===== config.mk =====
export PLATFORM = sky130hd
export DESIGN_NAME = color_spec_text_parser_top
export DESIGN_NICKNAME = d
export VERILOG_FILES = /design/src/rtl/cstp_pkg.sv /design/src/rtl/cstp_parse.sv /design/src/rtl/cstp_pack.sv /design/src/rtl/color_spec_text_parser_top.sv
export SDC_FILE = /design/constraint.sdc
export NUM_CORES = 1
export LEC_CHECK = 0
export ABC_CLOCK_PERIOD_IN_PS = 7100
export BUFFER_PORTS_ARGS = -buffer_cell sky130_fd_sc_hd__clkbuf_2
export CAP_MARGIN = 0
export CORE_MARGIN = 4
export CORE_UTILIZATION = 39
export CTS_CLUSTER_SIZE = 10
export DETAILED_ROUTE_END_ITERATION = 8
export GPL_TIMING_DRIVEN = 0
export SLEW_MARGIN = 20
export SYNTH_ARGS = -nofsm -noshare
export SYNTH_HDL_FRONTEND = slang
export SYNTH_SLANG_ARGS = --single-unit

===== constraint.sdc =====
create_clock -name clk -period 7.1 [get_ports clk]
set_clock_uncertainty 0.05 [all_clocks]
set_input_delay 1.42 -clock clk [delete_from_list [all_inputs] [get_ports clk]]
set_output_delay 1.42 -clock clk [all_outputs]
set_load 0.02 [all_outputs]

===== src/rtl/cstp_pkg.sv =====
package cstp_pkg;

	// characters the parser reacts to
	localparam logic [7:0] CH_SPACE = 8'h20;
	localparam logic [7:0] CH_TAB   = 8'h09;
	localparam logic [7:0] CH_HASH  = 8'h23;
	localparam logic [7:0] CH_R     = 8'h72;
	localparam logic [7:0] CH_G     = 8'h67;
	localparam logic [7:0] CH_B     = 8'h62;
	localparam logic [7:0] CH_COLON = 8'h3A;
	localparam logic [7:0] CH_SLASH = 8'h2F;

	// parser state at the last character of a string
	typedef struct packed {
		logic        hash_done;
		logic        comp_done;
		logic [2:0]  count;
		logic [23:0] acc;
		logic [7:0]  red;
		logic [7:0]  green;
	} snap_t;

	// scale an n-digit hex component to 8 bits, rounded: (v*255 + max/2) / max
	// with max = 2^(4n)-1; division by 2^k-1 is a shift plus one correction
	function automatic logic [7:0] scale8(input logic [15:0] v, input logic [2:0] n);
		logic [19:0] x3;
		logic [7:0]  q3;
		logic [12:0] r3;
		logic [23:0] x4;
		logic [7:0]  q4;
		logic [16:0] r4;
		logic [7:0]  res;
		x3 = ({8'd0, v[11:0]} << 8) - {8'd0, v[11:0]} + 20'd2047;
		q3 = x3[19:12];
		r3 = {1'b0, x3[11:0]} + {5'd0, q3};
		x4 = ({8'd0, v} << 8) - {8'd0, v} + 24'd32767;
		q4 = x4[23:16];
		r4 = {1'b0, x4[15:0]} + {9'd0, q4};
		case (n)
			3'd1: res = {v[3:0], v[3:0]};
			3'd2: res = v[7:0];
			3'd3: res = q3 + {7'd0, (r3 >= 13'd4095)};
			3'd4: res = q4 + {7'd0, (r4 >= 17'd65535)};
			default: res = 8'd0;
		endcase
		return res;
	endfunction

endpackage


===== src/rtl/cstp_parse.sv =====
module cstp_parse (
	input  logic             clk,
	input  logic             arst_n,
	input  logic [7:0]       char_s1,
	input  logic             last_s1,
	input  logic             move_s1,
	input  logic             move_s2,
	output logic             valid_s2,
	output cstp_pkg::snap_t  snap_s2
);
	import cstp_pkg::*;

	typedef enum logic [2:0] {
		PH_LEAD, PH_HASH, PH_WANT_G, PH_WANT_B, PH_WANT_COLON, PH_COMP, PH_ERR
	} phase_t;

	phase_t      ph_q, ph_d;
	logic [2:0]  cnt_q, cnt_d;
	logic [1:0]  idx_q, idx_d;
	logic [23:0] acc_q, acc_d;
	logic [7:0]  red_q, red_d;
	logic [7:0]  green_q, green_d;
	logic        trail_q, trail_d;
	logic        blank;
	logic        hex_ok;
	logic [3:0]  hex_val;
	logic [7:0]  comp_scaled;
	snap_t       snap_d;

	// hex digit decode, either case
	always_comb begin
		hex_ok  = 1'b1;
		hex_val = 4'd0;
		if (char_s1 inside {[8'h30:8'h39]}) begin
			hex_val = char_s1[3:0];
		end else if (char_s1 inside {[8'h61:8'h66], [8'h41:8'h46]}) begin
			hex_val = char_s1[3:0] + 4'd9;
		end else begin
			hex_ok = 1'b0;
		end
	end

	assign blank       = (char_s1 == CH_SPACE) || (char_s1 == CH_TAB);
	assign comp_scaled = scale8(acc_q[15:0], cnt_q);

	// next parser state for the character in stage 1
	always_comb begin
		ph_d    = ph_q;
		cnt_d   = cnt_q;
		idx_d   = idx_q;
		acc_d   = acc_q;
		red_d   = red_q;
		green_d = green_q;
		trail_d = trail_q;
		if (ph_q != PH_ERR) begin
			if (blank) begin
				if (ph_q != PH_LEAD) begin
					trail_d = 1'b1;
				end
			end else if (trail_q) begin
				ph_d = PH_ERR;
			end else begin
				case (ph_q)
					PH_LEAD: begin
						if (char_s1 == CH_HASH) begin
							ph_d = PH_HASH;
						end else if (char_s1 == CH_R) begin
							ph_d = PH_WANT_G;
						end else begin
							ph_d = PH_ERR;
						end
					end
					PH_HASH: begin
						if (!hex_ok) begin
							ph_d = PH_ERR;
						end else if (cnt_q >= 3'd6) begin
							if (cnt_q != 3'd7) cnt_d = cnt_q + 3'd1;
							ph_d = PH_ERR;
						end else begin
							cnt_d = cnt_q + 3'd1;
							acc_d = {acc_q[19:0], hex_val};
						end
					end
					PH_WANT_G: ph_d = (char_s1 == CH_G) ? PH_WANT_B : PH_ERR;
					PH_WANT_B: ph_d = (char_s1 == CH_B) ? PH_WANT_COLON : PH_ERR;
					PH_WANT_COLON: ph_d = (char_s1 == CH_COLON) ? PH_COMP : PH_ERR;
					PH_COMP: begin
						if (char_s1 == CH_SLASH) begin
							if (idx_q >= 2'd2 || cnt_q == 3'd0 || cnt_q > 3'd4) begin
								ph_d = PH_ERR;
							end else begin
								if (idx_q == 2'd0) begin
									red_d = comp_scaled;
								end else begin
									green_d = comp_scaled;
								end
								idx_d = idx_q + 2'd1;
								cnt_d = 3'd0;
								acc_d = 24'd0;
							end
						end else if (!hex_ok) begin
							ph_d = PH_ERR;
						end else if (cnt_q >= 3'd4) begin
							if (cnt_q != 3'd7) cnt_d = cnt_q + 3'd1;
							ph_d = PH_ERR;
						end else begin
							cnt_d = cnt_q + 3'd1;
							acc_d = {acc_q[19:0], hex_val};
						end
					end
					default: ph_d = PH_ERR;
				endcase
			end
		end
	end

	// snapshot of the state after the last character
	always_comb begin
		snap_d.hash_done = (ph_d == PH_HASH);
		snap_d.comp_done = (ph_d == PH_COMP) && (idx_d == 2'd2);
		snap_d.count     = cnt_d;
		snap_d.acc       = acc_d;
		snap_d.red       = red_d;
		snap_d.green     = green_d;
	end

	// parser state, back to reset after each last character
	always_ff @(posedge clk or negedge arst_n) begin
		if (!arst_n) begin
			ph_q    <= PH_LEAD;
			cnt_q   <= 3'd0;
			idx_q   <= 2'd0;
			acc_q   <= 24'd0;
			red_q   <= 8'd0;
			green_q <= 8'd0;
			trail_q <= 1'b0;
		end else if (move_s1) begin
			if (last_s1) begin
				ph_q    <= PH_LEAD;
				cnt_q   <= 3'd0;
				idx_q   <= 2'd0;
				acc_q   <= 24'd0;
				red_q   <= 8'd0;
				green_q <= 8'd0;
				trail_q <= 1'b0;
			end else begin
				ph_q    <= ph_d;
				cnt_q   <= cnt_d;
				idx_q   <= idx_d;
				acc_q   <= acc_d;
				red_q   <= red_d;
				green_q <= green_d;
				trail_q <= trail_d;
			end
		end
	end

	// stage 2 valid
	always_ff @(posedge clk or negedge arst_n) begin
		if (!arst_n) begin
			valid_s2 <= 1'b0;
		end else if (move_s1 && last_s1) begin
			valid_s2 <= 1'b1;
		end else if (move_s2) begin
			valid_s2 <= 1'b0;
		end
	end

	// stage 2 payload
	always_ff @(posedge clk) begin
		if (move_s1 && last_s1) begin
			snap_s2 <= snap_d;
		end
	end

endmodule


===== src/rtl/cstp_pack.sv =====
module cstp_pack (
	input  logic             clk,
	input  logic             arst_n,
	input  cstp_pkg::snap_t  snap_s2,
	input  logic             move_s2,
	input  logic             result_stall,
	output logic             result_valid,
	output logic             parse_ok,
	output logic [23:0]      rgb_value
);
	import cstp_pkg::*;

	logic        ok_d;
	logic [23:0] rgb_d;
	logic [7:0]  blue;

	assign blue = scale8(snap_s2.acc[15:0], snap_s2.count);

	// final check and packing of the color
	always_comb begin
		ok_d  = 1'b0;
		rgb_d = 24'd0;
		if (snap_s2.hash_done) begin
			if (snap_s2.count == 3'd3) begin
				ok_d  = 1'b1;
				rgb_d = {snap_s2.acc[11:8], snap_s2.acc[11:8], snap_s2.acc[7:4],
					snap_s2.acc[7:4], snap_s2.acc[3:0], snap_s2.acc[3:0]};
			end else if (snap_s2.count == 3'd6) begin
				ok_d  = 1'b1;
				rgb_d = snap_s2.acc;
			end
		end else if (snap_s2.comp_done && snap_s2.count >= 3'd1 && snap_s2.count <= 3'd4) begin
			ok_d  = 1'b1;
			rgb_d = {snap_s2.red, snap_s2.green, blue};
		end
	end

	// output register valid
	always_ff @(posedge clk or negedge arst_n) begin
		if (!arst_n) begin
			result_valid <= 1'b0;
		end else if (move_s2) begin
			result_valid <= 1'b1;
		end else if (!result_stall) begin
			result_valid <= 1'b0;
		end
	end

	// output register payload
	always_ff @(posedge clk) begin
		if (move_s2) begin
			parse_ok  <= ok_d;
			rgb_value <= rgb_d;
		end
	end

endmodule


===== src/rtl/color_spec_text_parser_top.sv =====
// channel  | valid        | stall        | payload
// ---------+--------------+--------------+----------------------
// input    | char_valid   | char_stall   | char_code, is_last
// result   | result_valid | result_stall | parse_ok, rgb_value
//
// one character is taken every cycle while no last character is held; the last
// character of a string passes the input, snapshot and output registers to its result
// reset clears the parser state and all valid flags; payload registers are not reset
// only a last character can be held: it waits in the input register while
// the snapshot and output registers are both full and the output is stalled
module color_spec_text_parser_top (
	input  logic        clk,
	input  logic        arst_n,
	input  logic        char_valid,
	output logic        char_stall,
	input  logic [7:0]  char_code,
	input  logic        is_last,
	output logic        result_valid,
	input  logic        result_stall,
	output logic        parse_ok,
	output logic [23:0] rgb_value
);
	import cstp_pkg::*;

	logic       valid_s1;
	logic [7:0] char_s1;
	logic       last_s1;
	logic       valid_s2;
	logic       move_s1;
	logic       move_s2;
	logic       out_free;
	logic       s2_free;
	snap_t      snap_s2;

	// stage advance control
	assign out_free   = !result_valid || !result_stall;
	assign move_s2    = valid_s2 && out_free;
	assign s2_free    = !valid_s2 || out_free;
	assign move_s1    = valid_s1 && (!last_s1 || s2_free);
	assign char_stall = valid_s1 && !move_s1;

	// input register valid
	always_ff @(posedge clk or negedge arst_n) begin
		if (!arst_n) begin
			valid_s1 <= 1'b0;
		end else if (!char_stall) begin
			valid_s1 <= char_valid;
		end
	end

	// input register payload
	always_ff @(posedge clk) begin
		if (char_valid && !char_stall) begin
			char_s1 <= char_code;
			last_s1 <= is_last;
		end
	end

	cstp_parse u_parse (
		.clk      (clk),
		.arst_n   (arst_n),
		.char_s1  (char_s1),
		.last_s1  (last_s1),
		.move_s1  (move_s1),
		.move_s2  (move_s2),
		.valid_s2 (valid_s2),
		.snap_s2  (snap_s2)
	);

	cstp_pack u_pack (
		.clk          (clk),
		.arst_n       (arst_n),
		.snap_s2      (snap_s2),
		.move_s2      (move_s2),
		.result_stall (result_stall),
		.result_valid (result_valid),
		.parse_ok     (parse_ok),
		.rgb_value    (rgb_value)
	);

`ifndef SYNTHESIS
	// an invalid string always reports a zero color
	a_zero_when_bad: assert property (@(posedge clk) disable iff (!arst_n)
		result_valid && !parse_ok |-> rgb_value == 24'd0)
		else $error("rgb_value not zero on invalid result");

	// only a waiting last character can hold the input
	a_stall_cause: assert property (@(posedge clk) disable iff (!arst_n)
		char_stall |-> valid_s1 && last_s1 && valid_s2 && result_valid && result_stall)
		else $error("input stalled without a full pipe");

	// a snapshot that moves shows up as a result next cycle
	a_s2_to_out: assert property (@(posedge clk) disable iff (!arst_n)
		move_s2 |=> result_valid)
		else $error("result lost after stage 2 transfer");
`endif

endmodule


==> results of run 1 <==
[repair_timing]
action                     in CTS  in global routing
setup endpoints to repair       0                 16
gates resized for setup         0                  6
hold buffers                    0                  0
setup buffers                   0                  2
[through the flow]
step                TNS [ns]  utilization (%)  hold slack [ns]  setup WS [ns]  area [um2]
detailed placement         0             42.2            0.432         0.0933       11800
global route         -0.0141             44.5            0.475        -0.0141       12400
floorplan                  0                -            0.401           1.41       11100
CTS                        0             44.4            0.448         0.0687       12400
global placement           0             42.1            0.419          0.103       11800
finish                     0             44.5            0.447          0.450       12400
[worst max path at each step]
stage / start / endpoint / slack (ns)
2_1_floorplan: u_parse.acc_q[9] / u_parse.snap_s2[14] / 1.41
3_3_place_gp: u_parse.acc_q[9] / u_parse.snap_s2[6] / 0.10
3_5_place_dp: u_parse.acc_q[9] / u_parse.snap_s2[14] / 0.09
4_1_cts: u_parse.acc_q[9] / u_parse.snap_s2[14] / 0.07
5_1_grt: u_parse.acc_q[9] / u_parse.snap_s2[6] / -0.01
6_report: u_parse.acc_q[9] / u_parse.green_q[4] / 0.45
[power by group through the flow]
stage | sequential (mW) | combinational [mW] | clock, mW
global route | 0.862 | 0.434 | 0.945
global placement | 0.875 | 0.382 | 0
CTS | 0.859 | 0.390 | 0.917
finish | 0.860 | 0.393 | 0.900
floorplan | 0.881 | 0.278 | 0
detailed placement | 0.875 | 0.388 | 0
[placed cells by master, fill, tap and decap left out, types with 17 or more instances in the layout]
cell	Yosys	layout
a21oi_1	95	95
a22o_1	67	67
clkbuf_1	33	33
clkbuf_16	0	17
clkbuf_2	0	38
dfrtp_1	52	51
edfxtp_1	79	79
ha_1	111	111
inv_1	72	71
nand2_1	91	91
nand2b_1	18	18
nand3_1	24	24
nand4_1	17	17
nor2_1	72	72
nor2b_1	21	21
o21ai_0	87	87
xnor2_1	43	42
xor2_1	33	33
[cells by family after synthesis]
family	Yosys count	share of synthesized area (%)
buffers and inverters	121	4.44
AOI/OAI and AO/OA	410	25.8
DFF	131	33.1
muxes	17	1.70
xor gates and xnor gates	76	6.00
and+or+nand+nor	330	15.4
adders and majority gates	117	13.6
[sequential cells by signal (all words and copies together) (netlist names)]
signal / count
valid_s1: 1
u_parse.ph_q: 3
u_parse.trail_q: 1
u_parse.valid_s2: 1
u_parse.red_q: 8
u_pack.rgb_value: 24
last_s1: 1
u_pack.result_valid: 1
char_s1: 8
u_parse.snap_s2: 45
u_parse.idx_q: 2
u_pack.parse_ok: 1
u_parse.acc_q: 24
u_parse.green_q: 8
u_parse.cnt_q: 3
[cell type report]
| class | count | area, um2 | share of cell area (%) |
|---|---|---|---|
| Sequential cell | 131 | 3670 | 29.5 |
| Buffer | 48 | 219 | 1.76 |
| Timing Repair Buffer | 42 | 233 | 1.87 |
| Clock buffer | 17 | 425 | 3.42 |
| Clock inverter | 15 | 181 | 1.46 |
| Multi-Input combinational cell | 950 | 6960 | 56.0 |
| Inverter | 73 | 274 | 2.20 |
| Tap cell | 378 | 473 | 3.80 |
[critical path: stages, from the launching register on]
cell,delay (ns)
dfrtp_1,0.45
inv_1,0.13
ha_1,0.29
ha_1,0.25
fa_1,0.51
a211oi_2,0.30
nor2_1,0.10
o211a_1,0.26
o211ai_1,0.26
nor2_1,0.10
a211oi_2,0.33
inv_1,0.10
ha_1,0.31
xor2_1,0.17
or4_1,0.48
nor3_1,0.20
nand4_1,0.13
a211oi_1,0.30
ha_1,0.22
ha_1,0.21
nand2_1,0.07
mux2i_1,0.19
nand3_1,0.13
xnor2_1,0.23
o221ai_2,0.20
mux2_2,0.34
a22o_1,0.21
[routing by layer]
metal | vias up | share of wire (%) | global-route usage, %
met5 | - | 0 | 0
met4 | 0 | 2.1 | 5.74
met3 | 44 | 6.2 | 3.29
met2 | 317 | 46 | 31.5
met1 | 4559 | 46 | 27.8
li1 | 4638 | - | -
==> metrics, run 1 <==
final hold viol count 0; Post-Synthesis Cell Area about 0.011 mm2; global-route wire length before repair just under 50 mm; Post-synth top cells ha_1 (111), a21oi_1 (95), nand2_1 (91); Hold Path Origin u_parse.green_q[5]; Async SR Flop Fraction around two fifths; GRT Total Usage around a fifth; CP required 7.35 ns; Avg Inst Size Synth ~9.2 um2; drt pass-1 iters 5; DIE WIDTH between 150 and 200 um; #FFs+latches synth 131; DRC viols 0; reg-to-reg endpoint u_parse.green_q[4]; cts bufs inserted 17; CP Class flip-flop to flip-flop; CP max FO 7; area share of the largest cell type after synthesis 21.4%; largest area contributor in the netlist edfxtp_1; Worst IR Drop VDD approximately 0.14 mV; Worst Path Arrival between 6 and 7 ns; Post-Syn Instances about 1200; Seq pwr share roughly 40%; worst-skew pair later-pin latency roughly 0.42 ns; Site Rows a little over 60; Core ar. between 0.02 and 0.03 mm2; Top FF cell, synth edfxtp_1; number of port buffers 39; share of layout cells above drive strength 1 a little over a tenth; initial antenna violation count 0; WL/cell 18.9 um; Synth area leaders edfxtp_1 (21%), ha_1 (13%), dfrtp_1 (12%), a22o_1 (5.3%), a21oi_1 (4.3%); max-slew violations 0; CTS Root Cell clkbuf_16; wirelength, routed ~31 mm; height of the die 177 um; remaining global-route overflow 0; CTS tree yes; Critical R2R Launch u_parse.acc_q[9]; most frequent cell after synthesis ha_1; Sw Pwr about 0.66 mW; total number of vias 9558; Clock Sink Count ~130; CTS clk-pin slew, worst paths about 0.070 ns; hold path depth 2; Fmax ~150 MHz; Hold Path Class flip-flop to flip-flop; Power per Cell Area 173 mW/mm2; EDFF count, synth around 80; cell internal pwr between 1 and 1.5 mW; Tmin final 6.65 ns; routed vias/inst between 5 and 6; largest net degree at the start of global routing between 50 and 60; Non-Filler Instances around 1700; Sw Share between 30% and 40%; end of the worst hold path u_parse.green_q[5]; Comb pwr share 18.3%; max cap viols 0; full die area ~0.031 mm2; period utilisation layout a little over nine tenths; # setup viols final 0; synthesis-to-layout area growth 12.2%; Antenna Violating Nets Remaining 0; Syn Nets approximately 1300; post-synthesis sequential area ratio around 33%; r2r worst-path depth 26; layout net count between 1000 and 1500; Placed Instances between 1500 and 2000; initial DRC count roughly 770; vias in the first global route 8835; Slew @ Worst Pin a little under 0.9 ns; Netlist cell types 91; Crit. End Element flip-flop; status completed; Starting Density between 30% and 40%; filler instances between 2000 and 3000; routability cong. a little under 1; Pwr Total 2.15 mW; n_diodes 0; power share of the clock group 41.8%; Max transition margin between 40% and 50%; H-tree depth 4; Yosys warnings 0; CP Launch Type flip-flop; Max Root-Sink Buffers 2; leakage power around 5.3 nW; I/O pin count 40; dpl hpwl approximately 24 mm; setup slack on the worst flop-to-flop path around 0.45 ns
Power figures use the tool's default switching activity.
==> inputs of run 2 (changes only) <==
--- a/config.mk
+++ b/config.mk
@@ -10,6 +10,7 @@
 export CAP_MARGIN = 0
 export CORE_MARGIN = 4
 export CORE_UTILIZATION = 39
+export CTS_BUF_LIST = sky130_fd_sc_hd__clkbuf_8
 export CTS_CLUSTER_SIZE = 10
 export DETAILED_ROUTE_END_ITERATION = 8
 export GPL_TIMING_DRIVEN = 0
==> run 2 against run 1 <==
  * Critical path depth unchanged
  * Clock power decreased by 25%
  * Die area unchanged
  * Non-clock buffer count unchanged
  * Via count about the same
  * Wire length decreased by 0.47%
  * Register-to-register slack got worse by 0.03 ns
  * Critical path type unchanged
  * Combinational power about the same
  * Cell count unchanged
  * Sequential share of layout area increased by 0.47 points
  * Global-route usage decreased by 0.057 points
==> metrics, run 2 (synthesis gave the netlist of run 1 again) <==
status completed; CP max FO 7 (unchanged); multi-input logic area 0.00696 mm2 (about the same); CTS clk-pin slew, worst paths 0.09 ns (+0.02 ns); largest net degree at the start of global routing 53 (unchanged); Non-Filler Instances 1654 (unchanged); most flop-heavy register u_parse.snap_s2; power share of the clock group 34.9% (-6.9 points); CP required 7.39 ns (+0.04 ns); final hold viol count 0 (unchanged); Fin Hold WS 0.456 ns (+0.00849 ns); CP Class flip-flop to flip-flop; Post-CTS Hold Buffers 0 (unchanged); commonest non-fill, non-tap cells in the layout ha_1 (111), a21oi_1 (95), nand2_1 (91); Clock Sink Count 131 (unchanged); Sw Pwr 0.631 mW (-3.8%); vias in the first global route 8862 (+0.31%); Starting Density 39.7% (unchanged); Pwr Total 1.92 mW (-11%); wirelength, routed 31.1 mm (-0.47%); max-slew violations 0 (unchanged); # setup viols final 0 (unchanged); total number of vias 9550 (-0.084%); crit path from u_parse.acc_q[9]; global-route wire length before repair 48.7 mm (-0.30%); DIE WIDTH 177 um (unchanged); CTS tree yes; layout net count 1393 (unchanged); final setup TNS 0 ns (unchanged); cell internal pwr 1.29 mW (-14%); Placed Instances 1620 (unchanged); height of the die 177 um (unchanged); initial DRC count 835 (+8.2%); DRC viols 0 (unchanged); routability cong. 0.976 (unchanged); Tmin final 6.69 ns (+0.0347 ns); n_diodes 0 (unchanged); max reg flops 45 (unchanged); Site Rows 61 (unchanged); CP Launch Type flip-flop; Core ar. 0.0279 mm2 (unchanged); WL/cell 18.8 um (-0.47%); Crit. End Element flip-flop; initial antenna violation count 0 (unchanged); Worst IR Drop VDD 0.106 mV (-22%); biggest regs u_parse.snap_s2 x45, u_pack.rgb_value x24, u_parse.acc_q x24; CTS Root Cell clkbuf_8; number of port buffers 39 (unchanged); remaining global-route overflow 0 (unchanged); GRT Total Usage 19.7% (-0.057 points); share of layout cells above drive strength 1 10.7% (unchanged); Worst Setup EP u_parse.green_q[4]; commonest non-fill, non-tap cell in the layout ha_1; Critical R2R Launch u_parse.acc_q[9]; period utilisation layout 94.2% (+0.49 points); max cap viols 0 (unchanged); setup slack on the worst flop-to-flop path 0.41 ns (-0.03 ns); worst-skew pair later-pin latency 0.45 ns (+0.03 ns); Sequential cell area 0.00367 mm2 (unchanged); H-tree depth 4 (unchanged); full die area 0.0312 mm2 (unchanged); synthesis-to-layout area growth 10.4%; Max Root-Sink Buffers 2 (unchanged); Antenna Violating Nets Remaining 0 (unchanged); reg-to-reg endpoint u_parse.green_q[4]; I/O pin count 40 (unchanged); filler instances 2831 (+1.1%); Max transition margin 43.7% (+1.7 points); Fmax 150 MHz (-0.52%); drt pass-1 iters 5 (unchanged); routed vias/inst 5.77 (about the same); cts bufs inserted 17 (unchanged); Worst Path Arrival 6.98 ns (+0.08 ns); leakage power 5.20 nW (-1.7%); Comb pwr share 20.4% (+2.1 points); Power per Cell Area 157 mW/mm2 (-9.3%); RSZ-0062 raised after global routing false; Sw Share 32.8% (+2.4 points); dpl hpwl 24.3 mm (unchanged); Hold Path Class flip-flop to flip-flop; Seq pwr share 44.7% (+4.8 points); Slew @ Worst Pin 0.845 ns (-0.0250 ns); r2r worst-path depth 26 (unchanged)
-- run 2: changes by cell type in the layout (fill, tap and decap cells not counted) --
| cell | delta |
|---|---|
| o221ai_2 | -1 |
| o221ai_1 | +1 |
| clkbuf_16 | -17 |
| fa_1 | -1 |
| fa_2 | +1 |
| clkbuf_8 | +17 |
-- run 2: worst min path at each step --
stage	start	end	depth (start not counted)	slack, ns
final	u_parse.green_q[5]	u_parse.green_q[5]	2	0.46
after global routing	u_parse.green_q[3]	u_parse.green_q[3]	1	0.48
after CTS	u_parse.green_q[5]	u_parse.green_q[5]	2	0.45
after detailed placement	u_parse.green_q[5]	u_parse.green_q[5]	2	0.43
after global placement	u_parse.green_q[5]	u_parse.green_q[5]	2	0.42
after floorplan	u_parse.green_q[5]	u_parse.green_q[5]	2	0.40
-- run 2: power groups by stage --
stage	Sequential (mW)	Combinational (mW)	Clock (mW)
floorplan	0.881	0.278	0
CTS	0.858	0.390	0.680
global route	0.862	0.434	0.712
finish	0.858	0.393	0.671
detailed placement	0.875	0.388	0
global placement	0.875	0.382	0
-- run 2: area by class of cell --
class                      count  area share [%]
sequential                   131            30.0
tap                          378            3.86
clock buffer                  17            1.91
multi-input combinational    950            56.8
timing repair buffer          42            1.90
buffer                        48            1.79
inverter                      73            2.24
clock inverter                15            1.48
-- run 2: layer usage --
metal / vias up / global-route usage [%] / routed length [um]
li1: 4627 / - / -
met1: 4568 / 27.8 / 14600
met2: 304 / 31.6 / 14000
met3: 51 / 2.88 / 1780
met4: 0 / 5.64 / 724
met5: - / 0 / 0
-- run 2: worst max-delay path, stage by stage, from the launching register on --
cell and delay (ns):
dfrtp_1 0.47, inv_1 0.13, ha_1 0.29, ha_1 0.25, fa_2 0.43, a211oi_2 0.28, nor2_1 0.10, o211a_1 0.26
o211ai_1 0.26, nor2_1 0.10, a211oi_2 0.33, inv_1 0.10, ha_1 0.31, xor2_1 0.17, or4_1 0.49, nor3_1 0.20
nand4_1 0.13, a211oi_1 0.30, ha_1 0.22, ha_1 0.21, nand2_1 0.07, mux2i_1 0.20, nand3_1 0.13, xnor2_1 0.21
o221ai_1 0.28, mux2_2 0.39, a22o_1 0.21
-- run 2: stage by stage --
step	instance area [um2]	util [%]	worst slack (ns)
5_1_grt	12200	43.8	0.0465
4_1_cts	12200	43.7	0.0678
3_5_place_dp	11800	42.2	0.0933
2_1_floorplan	11100	-	1.41
3_3_place_gp	11800	42.1	0.103
6_report	12200	43.8	0.415
-- run 2: what timing repair did --
item,4_1_cts,5_1_grt
setup endpoints to repair,0,16
gates resized for setup,0,6
endpoints found under the hold margin,0,0
buffers inserted,0,2
